<file path="config.mk">
export PLATFORM = sky130hd
export DESIGN_NAME = lift_direction_floor_tracker_unit
export DESIGN_NICKNAME = d
export VERILOG_FILES = /design/src/hw/rtl/lft_pkg.sv /design/src/hw/rtl/lft_core.sv /design/src/hw/rtl/lift_direction_floor_tracker_unit.sv
export SDC_FILE = /design/constraint.sdc
export NUM_CORES = 1
export LEC_CHECK = 0
export BUFFER_PORTS_ARGS = -buffer_cell sky130_fd_sc_hd__buf_4
export CAP_MARGIN = 20
export CELL_PAD_IN_SITES_DETAIL_PLACEMENT = 0
export CELL_PAD_IN_SITES_GLOBAL_PLACEMENT = 1
export CORE_MARGIN = 2
export CORE_UTILIZATION = 51
export DETAILED_ROUTE_END_ITERATION = 10
export PLACE_DENSITY_LB_ADDON = 0.1
export SYNTH_ARGS = -nofsm -noshare
export SYNTH_HDL_FRONTEND = slang
export SYNTH_SLANG_ARGS = --single-unit
export TNS_END_PERCENT = 1
</file>
<file path="constraint.sdc">
create_clock -name clock -period 12.3 [get_ports clock]
set_input_delay 1.23 -clock clock [delete_from_list [all_inputs] [get_ports clock]]
set_output_delay 1.23 -clock clock [all_outputs]
set_load 0.1 [all_outputs]
</file>
<file path="src/hw/rtl/lft_pkg.sv">
package lft_pkg;

   localparam int CountWidth = 16;
   localparam int FloorWidth = 16;
   localparam int StateWidth = 3;
   localparam int DirWidth   = 2;
   localparam int OpWidth    = 2;
   localparam int CsrIdxWidth = 3;

   // Opcodes
   localparam logic [OpWidth-1:0] OP_TICK   = 2'd0;
   localparam logic [OpWidth-1:0] OP_EDGE   = 2'd1;
   localparam logic [OpWidth-1:0] OP_PRESET = 2'd2;

   // Reported lift state
   localparam logic [StateWidth-1:0] ST_UNKNOWN   = 3'd0;
   localparam logic [StateWidth-1:0] ST_UP        = 3'd1;
   localparam logic [StateWidth-1:0] ST_DOWN      = 3'd2;
   localparam logic [StateWidth-1:0] ST_PAUSE     = 3'd3;
   localparam logic [StateWidth-1:0] ST_EXCEPTION = 3'd4;

   // Last move direction
   localparam logic [DirWidth-1:0] DIR_NONE = 2'd0;
   localparam logic [DirWidth-1:0] DIR_UP   = 2'd1;
   localparam logic [DirWidth-1:0] DIR_DOWN = 2'd2;

   // Configuration register indexes
   localparam logic [CsrIdxWidth-1:0] CSR_PAUSE_TICKS     = 3'd0;
   localparam logic [CsrIdxWidth-1:0] CSR_LONE_EDGE_TICKS = 3'd1;
   localparam logic [CsrIdxWidth-1:0] CSR_SILENCE_TICKS   = 3'd2;
   localparam logic [CsrIdxWidth-1:0] CSR_FAST_WINDOW     = 3'd3;
   localparam logic [CsrIdxWidth-1:0] CSR_TICK_WRAP       = 3'd4;

   // Configuration reset values
   localparam logic [CountWidth-1:0] PAUSE_TICKS_RST     = 16'd30;
   localparam logic [CountWidth-1:0] LONE_EDGE_TICKS_RST = 16'd10;
   localparam logic [CountWidth-1:0] SILENCE_TICKS_RST   = 16'd60;
   localparam logic [CountWidth-1:0] FAST_WINDOW_RST     = 16'd12;
   localparam logic [CountWidth-1:0] TICK_WRAP_RST       = 16'd65500;

   typedef struct packed {
      logic [CountWidth-1:0] pause_ticks;
      logic [CountWidth-1:0] lone_edge_ticks;
      logic [CountWidth-1:0] silence_ticks;
      logic [CountWidth-1:0] fast_window;
      logic [CountWidth-1:0] tick_wrap;
   } cfg_type;

   typedef struct packed {
      logic [OpWidth-1:0]           op;
      logic                         level_a;
      logic                         level_b;
      logic                         edge_a;
      logic                         edge_b;
      logic signed [FloorWidth-1:0] preset_floor;
   } req_item_type;

   typedef struct packed {
      logic signed [FloorWidth-1:0] floor;
      logic [StateWidth-1:0]        lift_state;
   } rsp_item_type;

endpackage

</file>
<file path="src/hw/rtl/lft_core.sv">
module lft_core (
   input  logic                 clock,
   input  logic                 reset,
   input  logic                 fire,
   input  lft_pkg::cfg_type     cfg,
   input  lft_pkg::req_item_type item,
   output lft_pkg::rsp_item_type result
);
   import lft_pkg::*;

   function automatic logic [CountWidth-1:0] inc_sat(input logic [CountWidth-1:0] v);
      return (v == {CountWidth{1'b1}}) ? v : v + 1'b1;
   endfunction

   function automatic logic signed [FloorWidth-1:0] sat_floor(
      input logic signed [FloorWidth:0] v);
      logic signed [FloorWidth:0] hi;
      logic signed [FloorWidth:0] lo;
      hi = {2'b00, {(FloorWidth-1){1'b1}}};
      lo = {2'b11, {(FloorWidth-1){1'b0}}};
      if (v > hi) return hi[FloorWidth-1:0];
      if (v < lo) return lo[FloorWidth-1:0];
      return v[FloorWidth-1:0];
   endfunction

   logic                         armed_ff, armed_in;
   logic [CountWidth-1:0]        lone_ff, lone_in;
   logic [CountWidth-1:0]        move_ff, move_in;
   logic [CountWidth-1:0]        run_a_ff, run_a_in;
   logic [CountWidth-1:0]        run_b_ff, run_b_in;
   logic                         prev_a_ff, prev_a_in;
   logic                         prev_b_ff, prev_b_in;
   logic [CountWidth-1:0]        tick_ff, tick_in;
   logic [CountWidth-1:0]        mark_ff, mark_in;
   logic [DirWidth-1:0]          dir_ff, dir_in;
   logic [StateWidth-1:0]        state_ff, state_in;
   logic signed [FloorWidth-1:0] floor_ff, floor_in;

   always_comb begin
      logic [CountWidth:0]        tick_next;
      logic signed [FloorWidth:0] f;
      logic [CountWidth-1:0]      span;
      armed_in  = armed_ff;
      lone_in   = lone_ff;
      move_in   = move_ff;
      run_a_in  = run_a_ff;
      run_b_in  = run_b_ff;
      prev_a_in = prev_a_ff;
      prev_b_in = prev_b_ff;
      tick_in   = tick_ff;
      mark_in   = mark_ff;
      dir_in    = dir_ff;
      state_in  = state_ff;
      floor_in  = floor_ff;
      tick_next = {1'b0, tick_ff} + 1'b1;
      f         = '0;
      span      = '0;
      case (item.op)
         OP_TICK: begin
            if (tick_next > {1'b0, cfg.tick_wrap}) begin
               tick_in = '0;
               mark_in = '0;
            end else begin
               tick_in = tick_next[CountWidth-1:0];
            end
            move_in   = inc_sat(move_ff);
            run_a_in  = (item.level_a && prev_a_ff) ? inc_sat(run_a_ff) : '0;
            run_b_in  = (item.level_b && prev_b_ff) ? inc_sat(run_b_ff) : '0;
            prev_a_in = item.level_a;
            prev_b_in = item.level_b;
            if (run_a_in > cfg.pause_ticks && run_b_in > cfg.pause_ticks) begin
               armed_in = 1'b0;
               run_a_in = '0;
               run_b_in = '0;
               lone_in  = '0;
               move_in  = '0;
               state_in = ST_PAUSE;
            end else if (armed_ff) begin
               lone_in = inc_sat(lone_ff);
               if (lone_in > cfg.lone_edge_ticks) begin
                  armed_in = 1'b0;
                  lone_in  = '0;
                  move_in  = '0;
                  state_in = ST_EXCEPTION;
               end
            end else if (move_in > cfg.silence_ticks) begin
               move_in  = '0;
               armed_in = 1'b0;
               state_in = ST_EXCEPTION;
            end
         end
         OP_EDGE: begin
            // A is handled first; B then sees what A left
            if (item.edge_a) begin
               if (!armed_in) begin
                  armed_in = 1'b1;
               end else begin
                  armed_in = 1'b0;
                  run_a_in = '0;
                  run_b_in = '0;
                  lone_in  = '0;
                  move_in  = '0;
                  f = {floor_in[FloorWidth-1], floor_in} - 17'sd1;
                  if (f == '0) f = '1;
                  floor_in = sat_floor(f);
                  state_in = ST_DOWN;
                  dir_in   = DIR_DOWN;
                  mark_in  = tick_ff;
               end
            end
            if (item.edge_b) begin
               if (!armed_in) begin
                  armed_in = 1'b1;
               end else begin
                  armed_in = 1'b0;
                  run_a_in = '0;
                  run_b_in = '0;
                  lone_in  = '0;
                  move_in  = '0;
                  f    = {floor_in[FloorWidth-1], floor_in} + 17'sd1;
                  span = tick_ff - mark_in;
                  mark_in = tick_ff;
                  if (span <= cfg.fast_window && dir_in == DIR_DOWN) begin
                     // fast repeat after a down move: net minus one
                     f = f - 17'sd2;
                  end else begin
                     if (f == '0) f = 17'sd1;
                     state_in = ST_UP;
                     dir_in   = DIR_UP;
                  end
                  floor_in = sat_floor(f);
               end
            end
         end
         OP_PRESET: begin
            floor_in = item.preset_floor;
            armed_in = 1'b0;
            run_a_in = '0;
            run_b_in = '0;
            lone_in  = '0;
            move_in  = '0;
         end
         default: begin
         end
      endcase
   end

   always_ff @(posedge clock) begin
      if (reset) begin
         armed_ff  <= 1'b0;
         lone_ff   <= '0;
         move_ff   <= '0;
         run_a_ff  <= '0;
         run_b_ff  <= '0;
         prev_a_ff <= 1'b0;
         prev_b_ff <= 1'b0;
         tick_ff   <= '0;
         mark_ff   <= '0;
         dir_ff    <= DIR_NONE;
         state_ff  <= ST_UNKNOWN;
         floor_ff  <= '0;
      end else if (fire) begin
         armed_ff  <= armed_in;
         lone_ff   <= lone_in;
         move_ff   <= move_in;
         run_a_ff  <= run_a_in;
         run_b_ff  <= run_b_in;
         prev_a_ff <= prev_a_in;
         prev_b_ff <= prev_b_in;
         tick_ff   <= tick_in;
         mark_ff   <= mark_in;
         dir_ff    <= dir_in;
         state_ff  <= state_in;
         floor_ff  <= floor_in;
      end
   end

   assign result.floor      = floor_in;
   assign result.lift_state = state_in;

endmodule

</file>
<file path="src/hw/rtl/lift_direction_floor_tracker_unit.sv">
// Lift direction and floor tracker.
// An accepted req beat passes through the input register, then the state update
// lands in the result register; the state update is combinational.
// Throughput: 1 beat per cycle while rsp_tready stays high.
// Reset: synchronous, active high; clears tracking state and loads the
// default thresholds; no clearing pass.
module lift_direction_floor_tracker_unit (
   input  logic                              clock,
   input  logic                              reset,
   // request stream
   input  logic                              req_tvalid,
   output logic                              req_tready,
   // [0] level_a, [1] level_b, [2] edge_a, [3] edge_b, [19:4] preset_floor,
   // [23:20] zero
   input  logic [23:0]                       req_tdata,
   // [1:0] op
   input  logic [lft_pkg::OpWidth-1:0]       req_tuser,
   // response stream
   output logic                              rsp_tvalid,
   input  logic                              rsp_tready,
   // [15:0] floor, [18:16] lift_state, [23:19] zero
   output logic [23:0]                       rsp_tdata,
   // register write port
   input  logic                              csr_we,
   input  logic [lft_pkg::CsrIdxWidth-1:0]   csr_index,
   input  logic [lft_pkg::CountWidth-1:0]    csr_wdata
);
   import lft_pkg::*;

   cfg_type      cfg_ff, cfg_in;
   logic         in_valid_ff, in_valid_in;
   req_item_type in_item_ff, in_item_in;
   logic         out_valid_ff, out_valid_in;
   rsp_item_type out_item_ff, out_item_in;
   rsp_item_type core_result;
   logic         advance;

   // Register writes; indexes past the list are dropped
   always_comb begin
      cfg_in = cfg_ff;
      if (csr_we) begin
         case (csr_index)
            CSR_PAUSE_TICKS:     cfg_in.pause_ticks     = csr_wdata;
            CSR_LONE_EDGE_TICKS: cfg_in.lone_edge_ticks = csr_wdata;
            CSR_SILENCE_TICKS:   cfg_in.silence_ticks   = csr_wdata;
            CSR_FAST_WINDOW:     cfg_in.fast_window     = csr_wdata;
            CSR_TICK_WRAP:       cfg_in.tick_wrap       = csr_wdata;
            default: begin
            end
         endcase
      end
   end

   // The held beat moves into the result register whenever that register
   // is empty or being drained this cycle; the input register refills in
   // the same cycle, so beats stream back to back.
   assign advance    = in_valid_ff && (!out_valid_ff || rsp_tready);
   assign req_tready = !in_valid_ff || advance;

   always_comb begin
      in_valid_in = in_valid_ff;
      in_item_in  = in_item_ff;
      if (req_tready) begin
         in_valid_in = req_tvalid;
         in_item_in.op           = req_tuser;
         in_item_in.level_a      = req_tdata[0];
         in_item_in.level_b      = req_tdata[1];
         in_item_in.edge_a       = req_tdata[2];
         in_item_in.edge_b       = req_tdata[3];
         in_item_in.preset_floor = req_tdata[19:4];
      end
   end

   always_comb begin
      out_valid_in = out_valid_ff;
      out_item_in  = out_item_ff;
      if (advance) begin
         out_valid_in = 1'b1;
         out_item_in  = core_result;
      end else if (rsp_tready) begin
         out_valid_in = 1'b0;
      end
   end

   always_ff @(posedge clock) begin
      if (reset) begin
         cfg_ff.pause_ticks     <= PAUSE_TICKS_RST;
         cfg_ff.lone_edge_ticks <= LONE_EDGE_TICKS_RST;
         cfg_ff.silence_ticks   <= SILENCE_TICKS_RST;
         cfg_ff.fast_window     <= FAST_WINDOW_RST;
         cfg_ff.tick_wrap       <= TICK_WRAP_RST;
         in_valid_ff            <= 1'b0;
         out_valid_ff           <= 1'b0;
      end else begin
         cfg_ff       <= cfg_in;
         in_valid_ff  <= in_valid_in;
         out_valid_ff <= out_valid_in;
      end
   end

   // Payload registers: no reset needed
   always_ff @(posedge clock) begin
      in_item_ff  <= in_item_in;
      out_item_ff <= out_item_in;
   end

   // Tracking state and the per-beat update
   lft_core u_core (
      .clock  (clock),
      .reset  (reset),
      .fire   (advance),
      .cfg    (cfg_ff),
      .item   (in_item_ff),
      .result (core_result)
   );

   assign rsp_tvalid = out_valid_ff;
   assign rsp_tdata  = {5'b0, out_item_ff.lift_state, out_item_ff.floor};

endmodule
</file>
==> results of run 1 <==
power by group:
part           internal, W  leakage, nW  switching, W  total (W)
logic            0.0000969         4.77      0.000206   0.000303
clock network     0.000613        0.535      0.000354   0.000966
registers         0.000832         2.05     0.0000234   0.000855
total              0.00154         7.35      0.000583    0.00212
metal layers:
metal	wire [um]	global-route usage [%]	up-vias
met2	21500	46.2	352
li1	-	-	7389
met3	2110	3.04	78
met5	0	0	-
met4	1220	7.55	0
met1	21400	37.5	6953
cell type report:
cell class	instances	area [um2]	share of cell area, %
antenna	2	5.00	0.0276
clock buffer	39	815	4.49
clock inverter	15	270	1.49
inverter	108	405	2.23
multi-input combinational	1601	10200	56.1
sequential	243	5280	29.1
tap	402	503	2.77
timing repair buffer	89	699	3.85
cell usage after synthesis (15+ instances only):
| cell | number |
|---|---|
| xnor2_1 | 52 |
| xor2_1 | 37 |
| mux2i_1 | 26 |
| ha_1 | 124 |
| nand3_1 | 53 |
| nor3_1 | 33 |
| and3_1 | 36 |
| inv_1 | 107 |
| nand3b_1 | 44 |
| nor2b_1 | 20 |
| clkbuf_1 | 111 |
| nand4_1 | 46 |
| a21oi_1 | 166 |
| o21a_1 | 45 |
| a22oi_1 | 59 |
| nand2_1 | 272 |
| o31ai_1 | 24 |
| nand2b_1 | 23 |
| nor2_1 | 227 |
| o21ai_0 | 55 |
| edfxtp_1 | 41 |
| dfxtp_1 | 202 |
| a211oi_1 | 15 |
| a21o_1 | 23 |
worst reg2reg max path, delay by kind of cell (launching register included):
family	cells	cell delay (ns)
AO/OA/AOI/OAI	21	4.63
AND/OR/NAND/NOR	9	1.59
adder cells (fa/ha/maj)	3	0.89
buffers and inverters	2	0.59
flip-flops	1	0.43
XOR/XNOR	1	0.15
state kept, by name, summed over array words and instances, names as in the netlist, 16 cells and up:
name             count
rsp_tdata           19
u_core.tick_ff      16
cfg_ff              80
u_core.move_ff      16
u_core.mark_ff      16
u_core.run_b_ff     16
in_item_ff          22
u_core.lone_ff      16
u_core.run_a_ff     16
u_core.floor_ff     16
worst max-delay path by stage:
stage / start / end / slack, ns / cells past startpoint
detailed placement: in_item_ff[17] / rsp_tdata[9] / 3.86 / 36
global placement: in_item_ff[17] / rsp_tdata[9] / 3.97 / 36
CTS: in_item_ff[17] / rsp_tdata[9] / 3.78 / 36
finish: in_item_ff[17] / rsp_tdata[1] / 3.76 / 36
global route: in_item_ff[17] / rsp_tdata[9] / 3.03 / 36
floorplan: in_item_ff[17] / rsp_tdata[6] / 4.43 / 36
stage by stage:
stage                     power [W]  instance area (um2)
after detailed placement    0.00117                17000
after CTS                   0.00214                18100
after floorplan             0.00108                16400
final                       0.00212                18100
after global placement      0.00117                17000
after global routing        0.00221                18100
cells by family (layout without fill, tap and decap cells):
group           count (synthesis)  after routing  share of synthesized area (%)
buf+inv                       238            251                           5.72
fa+ha+maj                     126            126                           9.67
xor+xnor                       90             90                           4.87
simple gates                  852            852                           25.6
other cells                     1              7                         0.0229
flops                         243            243                           32.3
compound gates                499            499                           20.1
mux                            29             29                           1.80
==> results.md, run 1 <==
* Number of hold violations in the final report at 0
* RePlAce Congestion at 0.965
* Worst hold start: cfg_ff[31]
* YS warnings at 0
* Post-synth EDFFs at 41
* Rel. slew slack at 29.4%
* Slowest Stage Delay on Critical Path at slightly above 0.6 ns
* Final Max Tran Viols at 0
* Seq cells post-synth at 243
* Crit. End Element: flip-flop
* Hold WC Path Type: flip-flop to flip-flop
* PortBufs at 66
* Setup TNS Final at 0 ns
* CTS Sinks at 243
* Final non-filler cell total at about 2500
* Most frequent cells in the layout: 271 x nand2_1, 226 x nor2_1, 202 x dfxtp_1
* Worst Path Max Fanout at 48
* Leading area contributor after synthesis: dfxtp_1
* Drt initial violations at 1109
* Grt ovf at 0
* Critical R2R Launch: in_item_ff[17]
* Hold Path End: cfg_ff[31]
* Setup crit start kind: flip-flop
* Sequential share of the synthesized area at 32.3%
* Clk_lat worst skew at 0.58 ns
* Cells after DPL at 2440
* Hold path depth at 2
* Global-route wire length before repair at ~74000 um
* Setup WS pre-CTS at 3.86 ns
* Initial antenna violation count at 2
* VDD IR max at roughly 0.12 mV
* Routed WL at 46300 um
* Worst r2r path cells at 36
* Routed WL per cell at 18.5 um
* Pwr Density at 117 nW/um2
* CTS H-tree depth at 1
* Unrepaired setup endpoints after global routing: false
* # Max-Cap Violations at 0
* Slowest stage cell, crit path: or4_4
* CP most frequent cell: a21oi_1
* Die Area at around 34000 um2
* Top cell type's share of synthesized area at roughly a quarter
* Detail Route Antenna Nets at 0
* Fill cells at 3002
* Outcome: finished, final reports clean
* Area growth, synth to finish at 11.0%
* HPWL Detailed at 33500 um
* Post-CTS setup buffers at 0
* Vias per cell at 5.91
* CTS max path bufs at 3
* Final Net Count at 2247
* GRT Util Overall at between 20% and 30%
* Hold buffers post-CTS at 0
* CTS resizes at 0
* Worst-path clk slew at 0.06 ns
* Clock Skews at 0.0247 ns
* Total core area at 31600 um2
* Period utilization at between 60% and 70%
* WP data required at 12.60 ns
* Main flop type after synthesis: dfxtp_1
* Commonest non-fill, non-tap cell in the layout: nand2_1
* CP bufs+invs at 2
* Netlist Area Pre-Place at between 15000 and 20000 um2
* Final Core Density at 57.5%
* Worst Max-Slew Pin Slew at 1.06 ns
* Main area contributors after synthesis: dfxtp_1 25%, ha_1 9.5%, edfxtp_1 7.5%, nand2_1 6.2%, nor2_1 5.2%
* Cells after Synth at just over 2000
* Top delay family on crit path: compound AO/OA/AOI/OAI gates
* Die X at 183 um
* Count of cell types in the netlist at 89
* WHS at between 0.4 and 0.5 ns
* Syn avg cell area at 7.87 um2
* Crit Path Class: flip-flop to flip-flop
* Async set-or-reset flop fraction in the synthesized netlist at 0%
* LEAKAGE at around 7.4 nW
* Clk root buf: clkbuf_16
* Min Tclk post-route at 8.54 ns
* Fmax at 0.117 GHz
* FP Rows at 65
* Initial Utilization at 51.8%
* CTS Buf Count at 29
* Ports at 76
* Drt pass-1 iters at 5
* Largest net degree at the start of global routing at 113
* Final setup fails at 0
* Layout cell share with drive strength beyond 1 at approximately 8.4%
* Worst R2R Setup Slack at 3.76 ns
* Setup ws final at roughly 3.8 ns
* DRC at 0
* R2R Path End: rsp_tdata[1]
* Number of global-route vias before repair at 14000
* CP arrival at 8.84 ns
* Vias at 14800
* Die Span Y at 183 um
* CTS tree: done
Power figures use the tool's default switching activity.
==> run 2: changes to the inputs <==
--- a/config.mk
+++ b/config.mk
@@ -10,7 +10,7 @@
 export CELL_PAD_IN_SITES_DETAIL_PLACEMENT = 0
 export CELL_PAD_IN_SITES_GLOBAL_PLACEMENT = 1
 export CORE_MARGIN = 2
-export CORE_UTILIZATION = 51
+export CORE_UTILIZATION = 47
 export DETAILED_ROUTE_END_ITERATION = 10
 export PLACE_DENSITY_LB_ADDON = 0.1
 export SYNTH_ARGS = -nofsm -noshare
==> constraint.sdc (replaced) <==
create_clock -name clock -period 8.7 [get_ports clock]
set_input_delay 0.87 -clock clock [delete_from_list [all_inputs] [get_ports clock]]
set_output_delay 0.87 -clock clock [all_outputs]
set_load 0.1 [all_outputs]
==> results.md, run 2 (synthesis gave the netlist of run 1 again) <==
* RePlAce Congestion at 0.904 (-6.3%)
* Ports at 76 (unchanged)
* VDD IR max at 0.154 mV (+29%)
* Fmax at 0.126 GHz (+7.8%)
* Clock share of power at 41.1% (-4.4 points)
* Global-route wire length before repair at 76300 um (+2.4%)
* Worst hold start: cfg_ff[50]
* Net switching power at 0.000821 W (+41%)
* Setup crit start kind: flip-flop
* Max reg flops at 80 (unchanged)
* Worst R2R Setup Slack at 0.78 ns (-2.98 ns)
* FP Rows at 68 (+4.6%)
* GRT Util Overall at 26.3% (-1.2 points)
* PortBufs at 66 (unchanged)
* Setup TNS Final at 0 ns (unchanged)
* WP data required at 9.00 ns (-3.60 ns)
* Critical path origin: u_core.armed_ff
* Hold Path End: cfg_ff[50]
* Layout cell share with drive strength beyond 1 at 8.29% (-0.11 points)
* Final Cell Area at 18000 um2 (-0.69%)
* Hold WC Path Type: flip-flop to flip-flop
* Drt initial violations at 1180 (+6.4%)
* CP most frequent cell: a21oi_1
* Crit Path Class: flip-flop to flip-flop
* Most frequent cells in the layout: 271 x nand2_1, 226 x nor2_1, 202 x dfxtp_1
* Vias per cell at 5.85 (-1.0%)
* Clk_lat worst skew at 0.57 ns (about the same)
* LEAKAGE at 7.27 nW (-1.1%)
* Drt pass-1 iters at 5 (unchanged)
* Grt ovf at 0 (unchanged)
* Routed WL at 48300 um (+4.3%)
* CTS Buf Count at 29 (unchanged)
* Initial antenna violation count at 0 (-2)
* Die Area at 36300 um2 (+8.3%)
* Combinational power share at 15.6% (+1.3 points)
* Outcome: finished, final reports clean
* Placed Area at 17100 um2 (+0.61%)
* CP arrival at 8.23 ns (-0.61 ns)
* Hold path depth at 2 (unchanged)
* Detail Route Antenna Nets at 0 (unchanged)
* Hold buffers post-CTS at 0 (unchanged)
* Period utilization at 91.1% (+22 points)
* Clock Skews at 0.0172 ns (-0.00755 ns)
* Worst-path clk slew at 0.06 ns (about the same)
* Rel. slew slack at 31.1% (+1.7 points)
* Unrepaired setup endpoints after global routing: false
* Slowest stage cell, crit path: or4_4
* Number of hold violations in the final report at 0 (unchanged)
* Routed WL per cell at 18.9 um (+2.1%)
* CTS H-tree depth at 1 (unchanged)
* Commonest non-fill, non-tap cell in the layout: nand2_1
* Area growth, synth to finish at 10.2%
* Final setup fails at 0 (unchanged)
* Final Max Tran Viols at 0 (unchanged)
* CTS max path bufs at 3 (unchanged)
* Final Net Count at 2250 (+0.13%)
* Die X at 191 um (+4.1%)
* # Max-Cap Violations at 0 (unchanged)
* Total core area at 34400 um2 (+8.9%)
* Clk root buf: clkbuf_16
* HPWL Detailed at 35000 um (+4.6%)
* DRC at 0 (unchanged)
* Min Tclk post-route at 7.92 ns (-0.617 ns)
* R2R Path End: rsp_tdata[3]
* Internal at 0.00197 W (+28%)
* Sw frac at 29.4% (+2.0 points)
* Setup WS pre-CTS at 0.837 ns (-3.02 ns)
* Worst Path Max Fanout at 14 (-71%)
* Post-CTS setup buffers at 0 (unchanged)
* Worst Max-Slew Pin Slew at 1.03 ns (-0.0261 ns)
* Die Span Y at 191 um (+4.1%)
* Reg with most FFs: cfg_ff
* Sequential share of power at 43.3% (+3.0 points)
* Slowest Stage Delay on Critical Path at 0.61 ns (about the same)
* Critical R2R Launch: u_core.armed_ff
* Initial Utilization at 47.6% (-4.2 points)
* CTS Sinks at 243 (unchanged)
* Number of global-route vias before repair at 13700 (-1.7%)
* Setup ws final at 0.775 ns (-2.98 ns)
* Crit. End Element: flip-flop
* CTS resizes at 0 (unchanged)
* Worst r2r path cells at 34 (-5.6%)
* Vias at 14900 (+1.1%)
* CTS tree: done
* Fill cells at 3385 (+13%)
* Pwr Density at 155 nW/um2 (+32%)
* Largest net degree at the start of global routing at 85 (-25%)
* WHS at 0.453 ns (-0.00176 ns)
* Antenna cells at 0 (-2)
-- run 2: power groups by stage --
stage	registers [W]	logic [W]	clock network, W
final	0.00121	0.000434	0.00115
after global routing	0.00121	0.000471	0.00122
after CTS	0.00121	0.000430	0.00118
after detailed placement	0.00123	0.000428	0
after global placement	0.00123	0.000425	0
after floorplan	0.00126	0.000275	0
-- run 2: final cells by class --
cell class,count,area (um2),area share (%)
tap,455,569,3.16
timing repair buffer,92,694,3.85
clock inverter,16,92.6,0.514
multi-input combinational,1601,10200,56.5
clock buffer,38,811,4.50
sequential,243,5280,29.3
inverter,108,405,2.25
-- run 2: worst max-delay path, delay by kind of cell, from the launching register on --
kind	cells	cell delay (ns)
flops	1	0.44
buf+inv	1	0.05
compound gates	21	4.44
fa+ha+maj	3	0.89
xor+xnor	1	0.15
simple gates	8	1.68
-- run 2: through the flow --
step / instances / total power [W] / util, %
final: 2553 / 0.00279 / 52.4
after global routing: 2553 / 0.00290 / 52.4
after CTS: 2552 / 0.00281 / 52.4
after detailed placement: 2498 / 0.00166 / 49.8
after global placement: 2498 / 0.00166 / 49.8
after floorplan: 2082 / 0.00153 / -
-- run 2: how the worst max path moves through the flow --
stage | cells past startpoint | slack (ns) | to
floorplan | 36 | 0.83 | rsp_tdata[6]
global placement | 34 | 0.93 | rsp_tdata[9]
detailed placement | 34 | 0.84 | rsp_tdata[3]
CTS | 34 | 0.81 | rsp_tdata[3]
global route | 34 | 0.03 | rsp_tdata[3]
finish | 34 | 0.78 | rsp_tdata[3]
-- run 2: metal layers --
layer	vias up	wire length [um]	GRT usage [%]	share of wire, %
li1	7400	-	-	-
met1	7044	22800	38.1	47
met2	420	21700	41.8	45
met3	72	2850	3.26	5.9
met4	0	973	5.72	2.0
met5	-	0	0	0
